--- src/gmnc_pkg.sv ---
// shared types, constants and helper functions for the grid mesh neighbor code block
package gmnc_pkg;

  localparam int CODE_W  = 27;  // decimal mesh code
  localparam int OFF_W   = 8;   // signed cell offset
  localparam int SUM_W   = 10;  // signed working width for field arithmetic
  localparam int PAIR_W  = 7;   // two-digit decimal field, 0..99
  localparam int DIGIT_W = 4;   // one decimal digit
  localparam int OCT_W   = 3;   // one octal digit
  localparam int QUAD_W  = 14;  // four-digit decimal field, 0..9999
  localparam int PIPE_DEPTH = 9;

  localparam logic [CODE_W-1:0] CODE_MOD = 27'd100000000;
  localparam logic [CODE_W-1:0] CODE_MAX = 27'd99999999;
  localparam logic [CODE_W-1:0] QUAD_BASE = 27'd10000;

  // reciprocal constants: floor(2^s / d) for 10000, ceil(2^s / d) for 100 and 10
  localparam logic [QUAD_W-1:0] DIV_10K_MUL   = 14'd13421;
  localparam int                DIV_10K_SHIFT = 27;
  localparam logic [12:0]       DIV_100_MUL   = 13'd5243;
  localparam int                DIV_100_SHIFT = 19;
  localparam logic [7:0]        DIV_10_MUL    = 8'd205;
  localparam int                DIV_10_SHIFT  = 11;

  localparam logic signed [SUM_W-1:0] TOP_MAX = 10'sd99;

  typedef enum logic [1:0] {
    LVL_FIRST  = 2'd0,
    LVL_SECOND = 2'd1,
    LVL_EIGHT  = 2'd2,
    LVL_UNUSED = 2'd3
  } mesh_level_t;

  typedef struct packed {
    logic signed [OFF_W-1:0] dx;
    logic signed [OFF_W-1:0] dy;
  } offs_t;

  // two-digit pairs of the 8-digit code, most significant first
  typedef struct packed {
    logic [PAIR_W-1:0] hh;
    logic [PAIR_W-1:0] hl;
    logic [PAIR_W-1:0] lh;
    logic [PAIR_W-1:0] ll;
  } dec_pairs_t;

  typedef struct packed {
    logic [DIGIT_W-1:0] tens;
    logic [DIGIT_W-1:0] ones;
  } digit_pair_t;

  // fields picked out by level, before offsets
  typedef struct packed {
    logic [PAIR_W-1:0]  yt;
    logic [PAIR_W-1:0]  xt;
    logic [DIGIT_W-1:0] y1;
    logic [DIGIT_W-1:0] x1;
    logic [DIGIT_W-1:0] y2;
    logic [DIGIT_W-1:0] x2;
  } mesh_fields_t;

  // fields after offsets and range check
  typedef struct packed {
    logic               bad;
    logic [PAIR_W-1:0]  yt;
    logic [PAIR_W-1:0]  xt;
    logic [OCT_W-1:0]   y1;
    logic [OCT_W-1:0]   x1;
    logic [OCT_W-1:0]   y2;
    logic [OCT_W-1:0]   x2;
  } step_fields_t;

  // split 0..99 into tens and ones
  function automatic digit_pair_t dec_digits(input logic [PAIR_W-1:0] n);
    logic [14:0]       prod;
    logic [PAIR_W-1:0] rest;
    digit_pair_t       d;
    prod   = {8'd0, n} * {7'd0, DIV_10_MUL};
    d.tens = prod[DIV_10_SHIFT +: DIGIT_W];
    rest   = n - ({3'd0, d.tens} * 7'd10);
    d.ones = rest[DIGIT_W-1:0];
    return d;
  endfunction

endpackage

--- src/gmnc_split.sv ---
// decimal split of the mesh code into four two-digit pairs, five register stages
module gmnc_split (
  input  logic                             clk,
  input  logic                             adv,
  input  logic [gmnc_pkg::CODE_W-1:0]      code_in,
  input  gmnc_pkg::offs_t                  offs_in,
  output gmnc_pkg::dec_pairs_t             pairs,
  output gmnc_pkg::offs_t                  offs_out
);

  // offsets ride along with the code
  gmnc_pkg::offs_t offs_r [0:4];

  logic [gmnc_pkg::CODE_W-1:0] c8_nxt, c8_r, c8_dly_r;
  logic [40:0]                 prod10k;
  logic [gmnc_pkg::QUAD_W-1:0] qest_nxt, qest_r;
  logic [gmnc_pkg::CODE_W-1:0] rem_full;
  logic [14:0]                 rem;
  logic [gmnc_pkg::QUAD_W-1:0] hi4_nxt, lo4_nxt, hi4_r, lo4_r, hi4_dly_r, lo4_dly_r;
  logic [26:0]                 prod_hi, prod_lo;
  logic [gmnc_pkg::PAIR_W-1:0] qh_nxt, ql_nxt, qh_r, ql_r;
  logic [gmnc_pkg::QUAD_W-1:0] rh_full, rl_full;
  gmnc_pkg::dec_pairs_t        pairs_nxt, pairs_r;

  // stage 1: fold to 8 digits, the code is below twice the modulus
  assign c8_nxt = (code_in >= gmnc_pkg::CODE_MOD) ? code_in - gmnc_pkg::CODE_MOD : code_in;

  // stage 2: quotient estimate by 10000, may be one low
  assign prod10k  = {14'd0, c8_r} * {27'd0, gmnc_pkg::DIV_10K_MUL};
  assign qest_nxt = prod10k[gmnc_pkg::DIV_10K_SHIFT +: gmnc_pkg::QUAD_W];

  // stage 3: remainder and one correction step
  assign rem_full = c8_dly_r - ({13'd0, qest_r} * gmnc_pkg::QUAD_BASE);
  assign rem      = rem_full[14:0];

  always_comb begin
    if (rem >= 15'd10000) begin
      hi4_nxt = qest_r + 14'd1;
      lo4_nxt = 14'(rem - 15'd10000);
    end else begin
      hi4_nxt = qest_r;
      lo4_nxt = rem[gmnc_pkg::QUAD_W-1:0];
    end
  end

  // stage 4: divide both halves by 100, exact below 10000
  assign prod_hi = {13'd0, hi4_r} * {14'd0, gmnc_pkg::DIV_100_MUL};
  assign prod_lo = {13'd0, lo4_r} * {14'd0, gmnc_pkg::DIV_100_MUL};
  assign qh_nxt  = prod_hi[gmnc_pkg::DIV_100_SHIFT +: gmnc_pkg::PAIR_W];
  assign ql_nxt  = prod_lo[gmnc_pkg::DIV_100_SHIFT +: gmnc_pkg::PAIR_W];

  // stage 5: remainders by 100
  assign rh_full = hi4_dly_r - ({7'd0, qh_r} * 14'd100);
  assign rl_full = lo4_dly_r - ({7'd0, ql_r} * 14'd100);

  always_comb begin
    pairs_nxt.hh = qh_r;
    pairs_nxt.hl = rh_full[gmnc_pkg::PAIR_W-1:0];
    pairs_nxt.lh = ql_r;
    pairs_nxt.ll = rl_full[gmnc_pkg::PAIR_W-1:0];
  end

  always_ff @(posedge clk) begin
    if (adv) begin
      c8_r      <= c8_nxt;
      c8_dly_r  <= c8_r;
      qest_r    <= qest_nxt;
      hi4_r     <= hi4_nxt;
      lo4_r     <= lo4_nxt;
      hi4_dly_r <= hi4_r;
      lo4_dly_r <= lo4_r;
      qh_r      <= qh_nxt;
      ql_r      <= ql_nxt;
      pairs_r   <= pairs_nxt;
      offs_r[0] <= offs_in;
      offs_r[1] <= offs_r[0];
      offs_r[2] <= offs_r[1];
      offs_r[3] <= offs_r[2];
      offs_r[4] <= offs_r[3];
    end
  end

  assign pairs    = pairs_r;
  assign offs_out = offs_r[4];

endmodule

--- src/gmnc_offset.sv ---
// field selection by level, octal offset add with carry, range check
module gmnc_offset (
  input  logic                   clk,
  input  logic                   adv,
  input  gmnc_pkg::mesh_level_t  level,
  input  gmnc_pkg::dec_pairs_t   pairs,
  input  gmnc_pkg::offs_t        offs_in,
  output gmnc_pkg::step_fields_t fields
);

  typedef struct packed {
    logic signed [gmnc_pkg::SUM_W-1:0] top;
    logic [gmnc_pkg::OCT_W-1:0]        d1;
    logic [gmnc_pkg::OCT_W-1:0]        d2;
  } axis_t;

  gmnc_pkg::digit_pair_t  lh_dig, ll_dig;
  gmnc_pkg::mesh_fields_t sel_nxt, sel_r;
  gmnc_pkg::offs_t        offs_r;
  axis_t                  x_ax, y_ax;
  gmnc_pkg::step_fields_t step_nxt, step_r;

  // one axis: offset enters the lowest octal digit (the top field at first level), floor carry upward
  function automatic axis_t axis_step(
    input gmnc_pkg::mesh_level_t        lvl,
    input logic [gmnc_pkg::PAIR_W-1:0]  top,
    input logic [gmnc_pkg::DIGIT_W-1:0] d1,
    input logic [gmnc_pkg::DIGIT_W-1:0] d2,
    input logic signed [gmnc_pkg::OFF_W-1:0] off
  );
    logic signed [gmnc_pkg::SUM_W-1:0] top_e, d1_e, d2_e, off_e, sa, ca, t, cb;
    axis_t a;
    top_e = $signed({3'd0, top});
    d1_e  = $signed({6'd0, d1});
    d2_e  = $signed({6'd0, d2});
    off_e = $signed({{2{off[gmnc_pkg::OFF_W-1]}}, off});
    a.top = top_e + off_e;
    a.d1  = '0;
    a.d2  = '0;
    case (lvl)
      gmnc_pkg::LVL_SECOND: begin
        sa    = d1_e + off_e;
        ca    = sa >>> 3;
        a.top = top_e + ca;
        a.d1  = sa[gmnc_pkg::OCT_W-1:0];
      end
      gmnc_pkg::LVL_EIGHT: begin
        sa    = d2_e + off_e;
        ca    = sa >>> 3;
        t     = d1_e + ca;
        cb    = t >>> 3;
        a.top = top_e + cb;
        a.d1  = t[gmnc_pkg::OCT_W-1:0];
        a.d2  = sa[gmnc_pkg::OCT_W-1:0];
      end
      default: begin
        a.top = top_e + off_e;
      end
    endcase
    return a;
  endfunction

  // stage 6: pick fields for the level
  assign lh_dig = gmnc_pkg::dec_digits(pairs.lh);
  assign ll_dig = gmnc_pkg::dec_digits(pairs.ll);

  always_comb begin
    sel_nxt = '0;
    case (level)
      gmnc_pkg::LVL_FIRST: begin
        sel_nxt.yt = pairs.lh;
        sel_nxt.xt = pairs.ll;
      end
      gmnc_pkg::LVL_SECOND: begin
        sel_nxt.yt = pairs.hl;
        sel_nxt.xt = pairs.lh;
        sel_nxt.y1 = ll_dig.tens;
        sel_nxt.x1 = ll_dig.ones;
      end
      gmnc_pkg::LVL_EIGHT: begin
        sel_nxt.yt = pairs.hh;
        sel_nxt.xt = pairs.hl;
        sel_nxt.y1 = lh_dig.tens;
        sel_nxt.x1 = lh_dig.ones;
        sel_nxt.y2 = ll_dig.tens;
        sel_nxt.x2 = ll_dig.ones;
      end
      default: begin
        sel_nxt = '0;
      end
    endcase
  end

  // stage 7: offsets and range check
  assign x_ax = axis_step(level, sel_r.xt, sel_r.x1, sel_r.x2, offs_r.dx);
  assign y_ax = axis_step(level, sel_r.yt, sel_r.y1, sel_r.y2, offs_r.dy);

  always_comb begin
    step_nxt.bad = (level == gmnc_pkg::LVL_UNUSED) ||
                   (x_ax.top < 0) || (x_ax.top > gmnc_pkg::TOP_MAX) ||
                   (y_ax.top < 0) || (y_ax.top > gmnc_pkg::TOP_MAX);
    step_nxt.xt  = x_ax.top[gmnc_pkg::PAIR_W-1:0];
    step_nxt.yt  = y_ax.top[gmnc_pkg::PAIR_W-1:0];
    step_nxt.x1  = x_ax.d1;
    step_nxt.y1  = y_ax.d1;
    step_nxt.x2  = x_ax.d2;
    step_nxt.y2  = y_ax.d2;
  end

  always_ff @(posedge clk) begin
    if (adv) begin
      sel_r  <= sel_nxt;
      offs_r <= offs_in;
      step_r <= step_nxt;
    end
  end

  assign fields = step_r;

endmodule

--- src/gmnc_join.sv ---
// rebuild the decimal code from the shifted fields, two register stages
module gmnc_join (
  input  logic                         clk,
  input  logic                         adv,
  input  gmnc_pkg::mesh_level_t        level,
  input  gmnc_pkg::step_fields_t       fields,
  output logic [gmnc_pkg::CODE_W-1:0]  code_out,
  output logic                         bad_out
);

  logic [gmnc_pkg::QUAD_W-1:0] p_nxt, q_nxt, p_r, q_r;
  logic                        bad_r, bad_dly_r;
  logic [gmnc_pkg::CODE_W-1:0] code_nxt, code_r;

  // stage 8: upper and lower four-digit halves
  always_comb begin
    p_nxt = '0;
    q_nxt = '0;
    case (level)
      gmnc_pkg::LVL_FIRST: begin
        q_nxt = ({7'd0, fields.yt} * 14'd100) + {7'd0, fields.xt};
      end
      gmnc_pkg::LVL_SECOND: begin
        p_nxt = {7'd0, fields.yt};
        q_nxt = ({7'd0, fields.xt} * 14'd100) + ({11'd0, fields.y1} * 14'd10) +
                {11'd0, fields.x1};
      end
      gmnc_pkg::LVL_EIGHT: begin
        p_nxt = ({7'd0, fields.yt} * 14'd100) + {7'd0, fields.xt};
        q_nxt = ({11'd0, fields.y1} * 14'd1000) + ({11'd0, fields.x1} * 14'd100) +
                ({11'd0, fields.y2} * 14'd10) + {11'd0, fields.x2};
      end
      default: begin
        p_nxt = '0;
        q_nxt = '0;
      end
    endcase
    if (fields.bad) begin
      p_nxt = '0;
      q_nxt = '0;
    end
  end

  // stage 9: join halves
  assign code_nxt = ({13'd0, p_r} * gmnc_pkg::QUAD_BASE) + {13'd0, q_r};

  always_ff @(posedge clk) begin
    if (adv) begin
      p_r       <= p_nxt;
      q_r       <= q_nxt;
      bad_r     <= fields.bad;
      code_r    <= code_nxt;
      bad_dly_r <= bad_r;
    end
  end

  assign code_out = code_r;
  assign bad_out  = bad_dly_r;

endmodule

--- src/grid_mesh_neighbor_code_core.sv ---
// top level of the grid mesh neighbor code block: pipeline control and config register
//
// channel   | handshake             | payload
// ----------+-----------------------+--------------------------------------------
// input     | in_valid / in_stall   | in_mesh_code, in_x_offset, in_y_offset
// result    | out_valid / out_stall | out_neighbor_code, out_out_of_range
// config    | cfg_wr_en             | cfg_wr_data (mesh level)
//
// one item per cycle while the result is not stalled
// the split stages form the reciprocal divide chain: fold, estimate, correct, /100, rem
// reset clears the valid line and sets the level to second level (6 digits)
// a stalled result freezes every stage; in_stall follows out_stall while out_valid
module grid_mesh_neighbor_code_core (
  input  logic                              clk,
  input  logic                              rst_n,
  input  logic                              in_valid,
  output logic                              in_stall,
  input  logic [gmnc_pkg::CODE_W-1:0]       in_mesh_code,
  input  logic signed [gmnc_pkg::OFF_W-1:0] in_x_offset,
  input  logic signed [gmnc_pkg::OFF_W-1:0] in_y_offset,
  output logic                              out_valid,
  input  logic                              out_stall,
  output logic [gmnc_pkg::CODE_W-1:0]       out_neighbor_code,
  output logic                              out_out_of_range,
  input  logic                              cfg_wr_en,
  input  logic [1:0]                        cfg_wr_data
);

  // mesh level register
  gmnc_pkg::mesh_level_t level_r;

  // one valid bit per pipeline stage
  logic [gmnc_pkg::PIPE_DEPTH-1:0] vld_r, vld_nxt;

  // whole pipe moves unless a finished item is held at the output
  logic adv;

  gmnc_pkg::offs_t        offs_in, offs_split;
  gmnc_pkg::dec_pairs_t   pairs;
  gmnc_pkg::step_fields_t fields;

  assign adv      = !(vld_r[gmnc_pkg::PIPE_DEPTH-1] && out_stall);
  assign in_stall = !adv;

  assign vld_nxt = {vld_r[gmnc_pkg::PIPE_DEPTH-2:0], in_valid};

  always_ff @(posedge clk) begin
    if (!rst_n) begin
      vld_r   <= '0;
      level_r <= gmnc_pkg::LVL_SECOND;
    end else begin
      if (adv) begin
        vld_r <= vld_nxt;
      end
      if (cfg_wr_en) begin
        level_r <= gmnc_pkg::mesh_level_t'(cfg_wr_data);
      end
    end
  end

  assign offs_in.dx = in_x_offset;
  assign offs_in.dy = in_y_offset;

  // stages 1-5: decimal split
  gmnc_split u_split (
    .clk      (clk),
    .adv      (adv),
    .code_in  (in_mesh_code),
    .offs_in  (offs_in),
    .pairs    (pairs),
    .offs_out (offs_split)
  );

  // stages 6-7: field select, octal carry, range check
  gmnc_offset u_offset (
    .clk     (clk),
    .adv     (adv),
    .level   (level_r),
    .pairs   (pairs),
    .offs_in (offs_split),
    .fields  (fields)
  );

  // stages 8-9: rebuild code, output register
  gmnc_join u_join (
    .clk      (clk),
    .adv      (adv),
    .level    (level_r),
    .fields   (fields),
    .code_out (out_neighbor_code),
    .bad_out  (out_out_of_range)
  );

  assign out_valid = vld_r[gmnc_pkg::PIPE_DEPTH-1];

  // flagged result carries a zero code
  a_bad_zero: assert property (@(posedge clk) disable iff (!rst_n)
    (out_valid && out_out_of_range) |-> (out_neighbor_code == '0))
    else $error("flagged item with nonzero code");

  // good result stays within eight decimal digits
  a_code_max: assert property (@(posedge clk) disable iff (!rst_n)
    (out_valid && !out_out_of_range) |-> (out_neighbor_code <= gmnc_pkg::CODE_MAX))
    else $error("neighbor code beyond eight digits");

  // input back-pressure only comes from a held result
  a_stall_src: assert property (@(posedge clk) disable iff (!rst_n)
    in_stall |-> (out_valid && out_stall))
    else $error("input stalled without a held result");

  // an accepted item enters the first stage
  a_accept_vld: assert property (@(posedge clk) disable iff (!rst_n)
    (in_valid && !in_stall) |=> vld_r[0])
    else $error("accepted item lost at pipe entry");

endmodule
--- config.mk ---
export PLATFORM = sky130hd
export DESIGN_NAME = grid_mesh_neighbor_code_core
export DESIGN_NICKNAME = d
export VERILOG_FILES = /design/src/gmnc_pkg.sv /design/src/gmnc_split.sv /design/src/gmnc_offset.sv /design/src/gmnc_join.sv /design/src/grid_mesh_neighbor_code_core.sv
export SDC_FILE = /design/constraint.sdc
export NUM_CORES = 2
export LEC_CHECK = 0
export BUFFER_PORTS_ARGS = -buffer_cell sky130_fd_sc_hd__buf_2
export CAP_MARGIN = 10
export CORE_MARGIN = 4
export CORE_UTILIZATION = 55
export CTS_CLUSTER_DIAMETER = 40
export DETAILED_ROUTE_END_ITERATION = 7
export PLACE_DENSITY = 0.67
export REMOVE_ABC_BUFFERS = 1
export SYNTH_ARGS = -nofsm -noshare
export SYNTH_HDL_FRONTEND = slang
export SYNTH_SLANG_ARGS = --single-unit
--- constraint.sdc ---
create_clock -name clk -period 14 [get_ports clk]
set_input_delay 1.4 -clock clk [delete_from_list [all_inputs] [get_ports clk]]
set_output_delay 1.4 -clock clk [all_outputs]
set_load 0.1 [all_outputs]
==> metrics.md <==
| Metric | Value |
|---|---|
| Hold path depth | 0 |
| CP max-delay cell | a2111oi_0 |
| First-pass GRT wire length | 125300 um |
| Worst min path class | reg2reg |
| Antenna diodes | 0 |
| Routed wire length | 74590 um |
| Final min period | 5.961 ns |
| Inst Count DP | 4091 |
| CTS tree | done |
| Count leader, synth | inv_1 |
| Most used cell, CP | inv_1 |
| WS Path Type | reg2reg |
| Gate Count Post-Synth | 3181 |
| Max_cap viols | 0 |
| Clock buffer depth | 3 |
| Status | completed |
| Largest net degree at the start of global routing | 81 |
| Final setup vio count | 0 |
| Row count | 93 |
| IO buf count | 79 |
| Post_cts resized | 0 |
| Final slew viol count | 0 |
| FF-to-FF path depth | 18 |
| Hpwl dp | 61350 um |
| Gr usage total | 0.2208 |
| Post-cts hold buffer count | 0 |
| Die X-Extent | 263.4 um |
| GP Congestion | 0.8969 |
| Initial antenna violation count | 0 |
| Mapped cell area | 35860 um2 |
| CTS H-tree lvls | 2 |
| Die Y | 263.4 um |
| Yosys top cell by area | edfxtp_1 |
| Setup repair bufs after CTS | 0 |
| DRC marker count from the first detailed-route iteration | 1231 |
| FFs w/ async S/R, synth | 0 |
| Top cells by count, synth | inv_1, ha_1, edfxtp_1 |
| Arrival @ worst endpoint | 6.31 ns |
| Element type at the critical path end | flip-flop |
| Clock Latency Late Sink | 0.61 ns |
| Non-filler cells, final | 4207 |
| Layout cells sized above 1 | 0.06981 |
| DRT Pass-1 Iters | 8 |
| Overflow after GRT | 0 |
| Fin. Hold Viols | 0 |
| Avg Vias per Cell | 5.409 |
| Final net count | 4347 |
| Synth Register Bits | 361 |
| Warnings, synthesis | 0 |
| Unrepaired setup endpoints after global routing | no |
| Number of global-route vias before repair | 24670 |
| Syn_area_per_cell | 11.27 um2 |
| Post-synth EDFFs | 350 |
| Rel. slew slack | 0.2377 |
| Setup slack, reg-to-reg | 8.04 ns |
| Crit-path max FO | 7 |
| Synth top area share | 0.2931 |
| DR vias | 22760 |
| Critical Path Max Stage Delay | 0.78 ns |
| CTS buffer count | 61 |
| Routed WL per cell | 17.73 um |
| Initial Util | 0.5563 |
| CP Cell Sequence | ha_1, inv_1, fa_1, fa_1, inv_1, ha_1, inv_1, fa_1, inv_1, ha_1, a21o_1, a2111oi_0, a2111oi_0, nor2_1, a21oi_1, and4_1, a2111oi_0, xnor2_1 |
| Die area | 69360 um2 |
| Root Buffer | clkbuf_16 |
| DRC viols | 0 |
| Fin crit share | 0.4258 |
| Most common flop cell mapped by yosys | edfxtp_1 |
| Clock transition at path regs | 0.06 ns |
| Seq/Total Area, Yosys | 0.2992 |
| Filler cell count in the final layout | 5280 |
| CP required | 14.34 ns |
| Final Util | 0.6102 |
| Count of unique library cells instantiated by Yosys | 89 |
| Layout Skew | 0.01966 ns |
| Final ANT Viol Nets | 0 |
| Top Ports | 80 |
| Worst setup SP type | flip-flop |
| Tightest Pin Transition | 1.137 ns |
| F_max | 167.8 MHz |
| Synth area leaders | edfxtp_1, ha_1, fa_1, inv_1, xnor2_1 |
| CORE AREA | 64460 um2 |
| CTS Sinks | 361 |
| Area Overhead vs Synth | 9.688% |
==> placed cells by master (no fill, tap or decap), types with 10 or more instances in the layout <==
master / instances
a21o_1: 62
a21boi_0: 14
nor3_1: 32
nor2b_1: 35
nand2_1: 82
buf_2: 79
inv_1: 658
nand2b_1: 18
ha_1: 655
and3_1: 13
xnor2_1: 164
or2_2: 11
a21oi_1: 111
a211oi_1: 13
nand3_1: 33
o21ai_0: 53
nand4_1: 16
xor2_1: 68
inv_6: 17
fa_1: 341
dfxtp_1: 11
and2_1: 23
o21a_1: 38
edfxtp_1: 350
a22oi_1: 18
a222oi_1: 20
o211ai_1: 13
o22ai_1: 10
nor4_1: 11
clkbuf_16: 63
nor2_1: 133
==> state kept, by name, indices dropped and copies added, names as in the netlist, 2 cells and up <==
signal and count:
u_split.lo4_dly_r 7, u_split.offs_r 80, u_join.p_r 14, u_split.c8_dly_r 15
level_r 2, u_join.code_out 27, u_offset.fields 27, u_offset.offs_r 16
u_split.c8_r 27, u_offset.sel_r 30, u_split.qh_r 7, u_split.hi4_dly_r 7
u_join.q_r 14, u_split.lo4_r 14, vld_r 9, u_split.pairs 28
u_split.hi4_r 14, u_split.qest_r 14, u_split.ql_r 7
==> through the flow <==
step / TNS, ns / cell area, um2 / hold slack (ns) / setup WS (ns)
2_1_floorplan: -4.772 / 35710 / 0.4003 / -1.077
3_3_place_gp: 0 / 37250 / 0.4003 / 8.253
3_5_place_dp: 0 / 37250 / 0.4045 / 8.106
4_1_cts: 0 / 39340 / 0.4094 / 8.057
5_1_grt: 0 / 39340 / 0.4181 / 7.757
6_report: 0 / 39340 / 0.4123 / 8.039
==> final cells by class <==
cell class	count	area (um2)	share of cell area
multi-input cells	2128	22520	0.5725
flip-flops and latches	361	10730	0.2728
inverters	660	2477	0.06298
clock buffers	68	1615	0.04106
well taps	855	1070	0.02719
clock inverters	48	467.9	0.01190
repair buffers	87	455.4	0.01158
==> worst max-delay path, delay by kind of cell, from the launching register on <==
kind	cells	cell delay, ns
DFF	1	0.55
buffers and inverters	4	0.19
and+or+nand+nor	2	0.38
AOI/OAI and AO/OA	5	1.97
xor gates and xnor gates	1	0.12
adders and majority gates	6	2.49
==> final timing paths <==
| check | from | end |
|---|---|---|
| min | u_split.offs_r[0][5] | u_split.offs_r[1][5] |
| min reg2reg | u_split.offs_r[0][5] | u_split.offs_r[1][5] |
| max | u_split.lo4_r[6] | u_split.ql_r[6] |
| max reg2reg | u_split.lo4_r[6] | u_split.ql_r[6] |
==> metal layers <==
metal / vias up / share of wire / wire, um / GRT usage
met5: - / 0 / 0 / 0
met4: 0 / 0.020 / 1520 / 0.04737
met3: 99 / 0.033 / 2491 / 0.02869
met2: 371 / 0.52 / 38650 / 0.4037
met1: 11220 / 0.43 / 31920 / 0.2815
li1: 11070 / - / - / -
==> logic make-up (layout without fill, tap and decap cells) <==
group | Yosys count | in the layout | synth area share
adder cells (fa/ha/maj) | 998 | 998 | 0.4196
buffers and inverters | 692 | 863 | 0.07344
AND/OR/NAND/NOR | 449 | 449 | 0.06409
AO/OA/AOI/OAI | 442 | 442 | 0.08467
flip-flops | 361 | 361 | 0.2992
XOR/XNOR | 233 | 233 | 0.05729
multiplexers | 6 | 6 | 0.001744
Power is not shown: default switching activity piles up to over one toggle a cycle in this logic, so the estimate is an artifact.
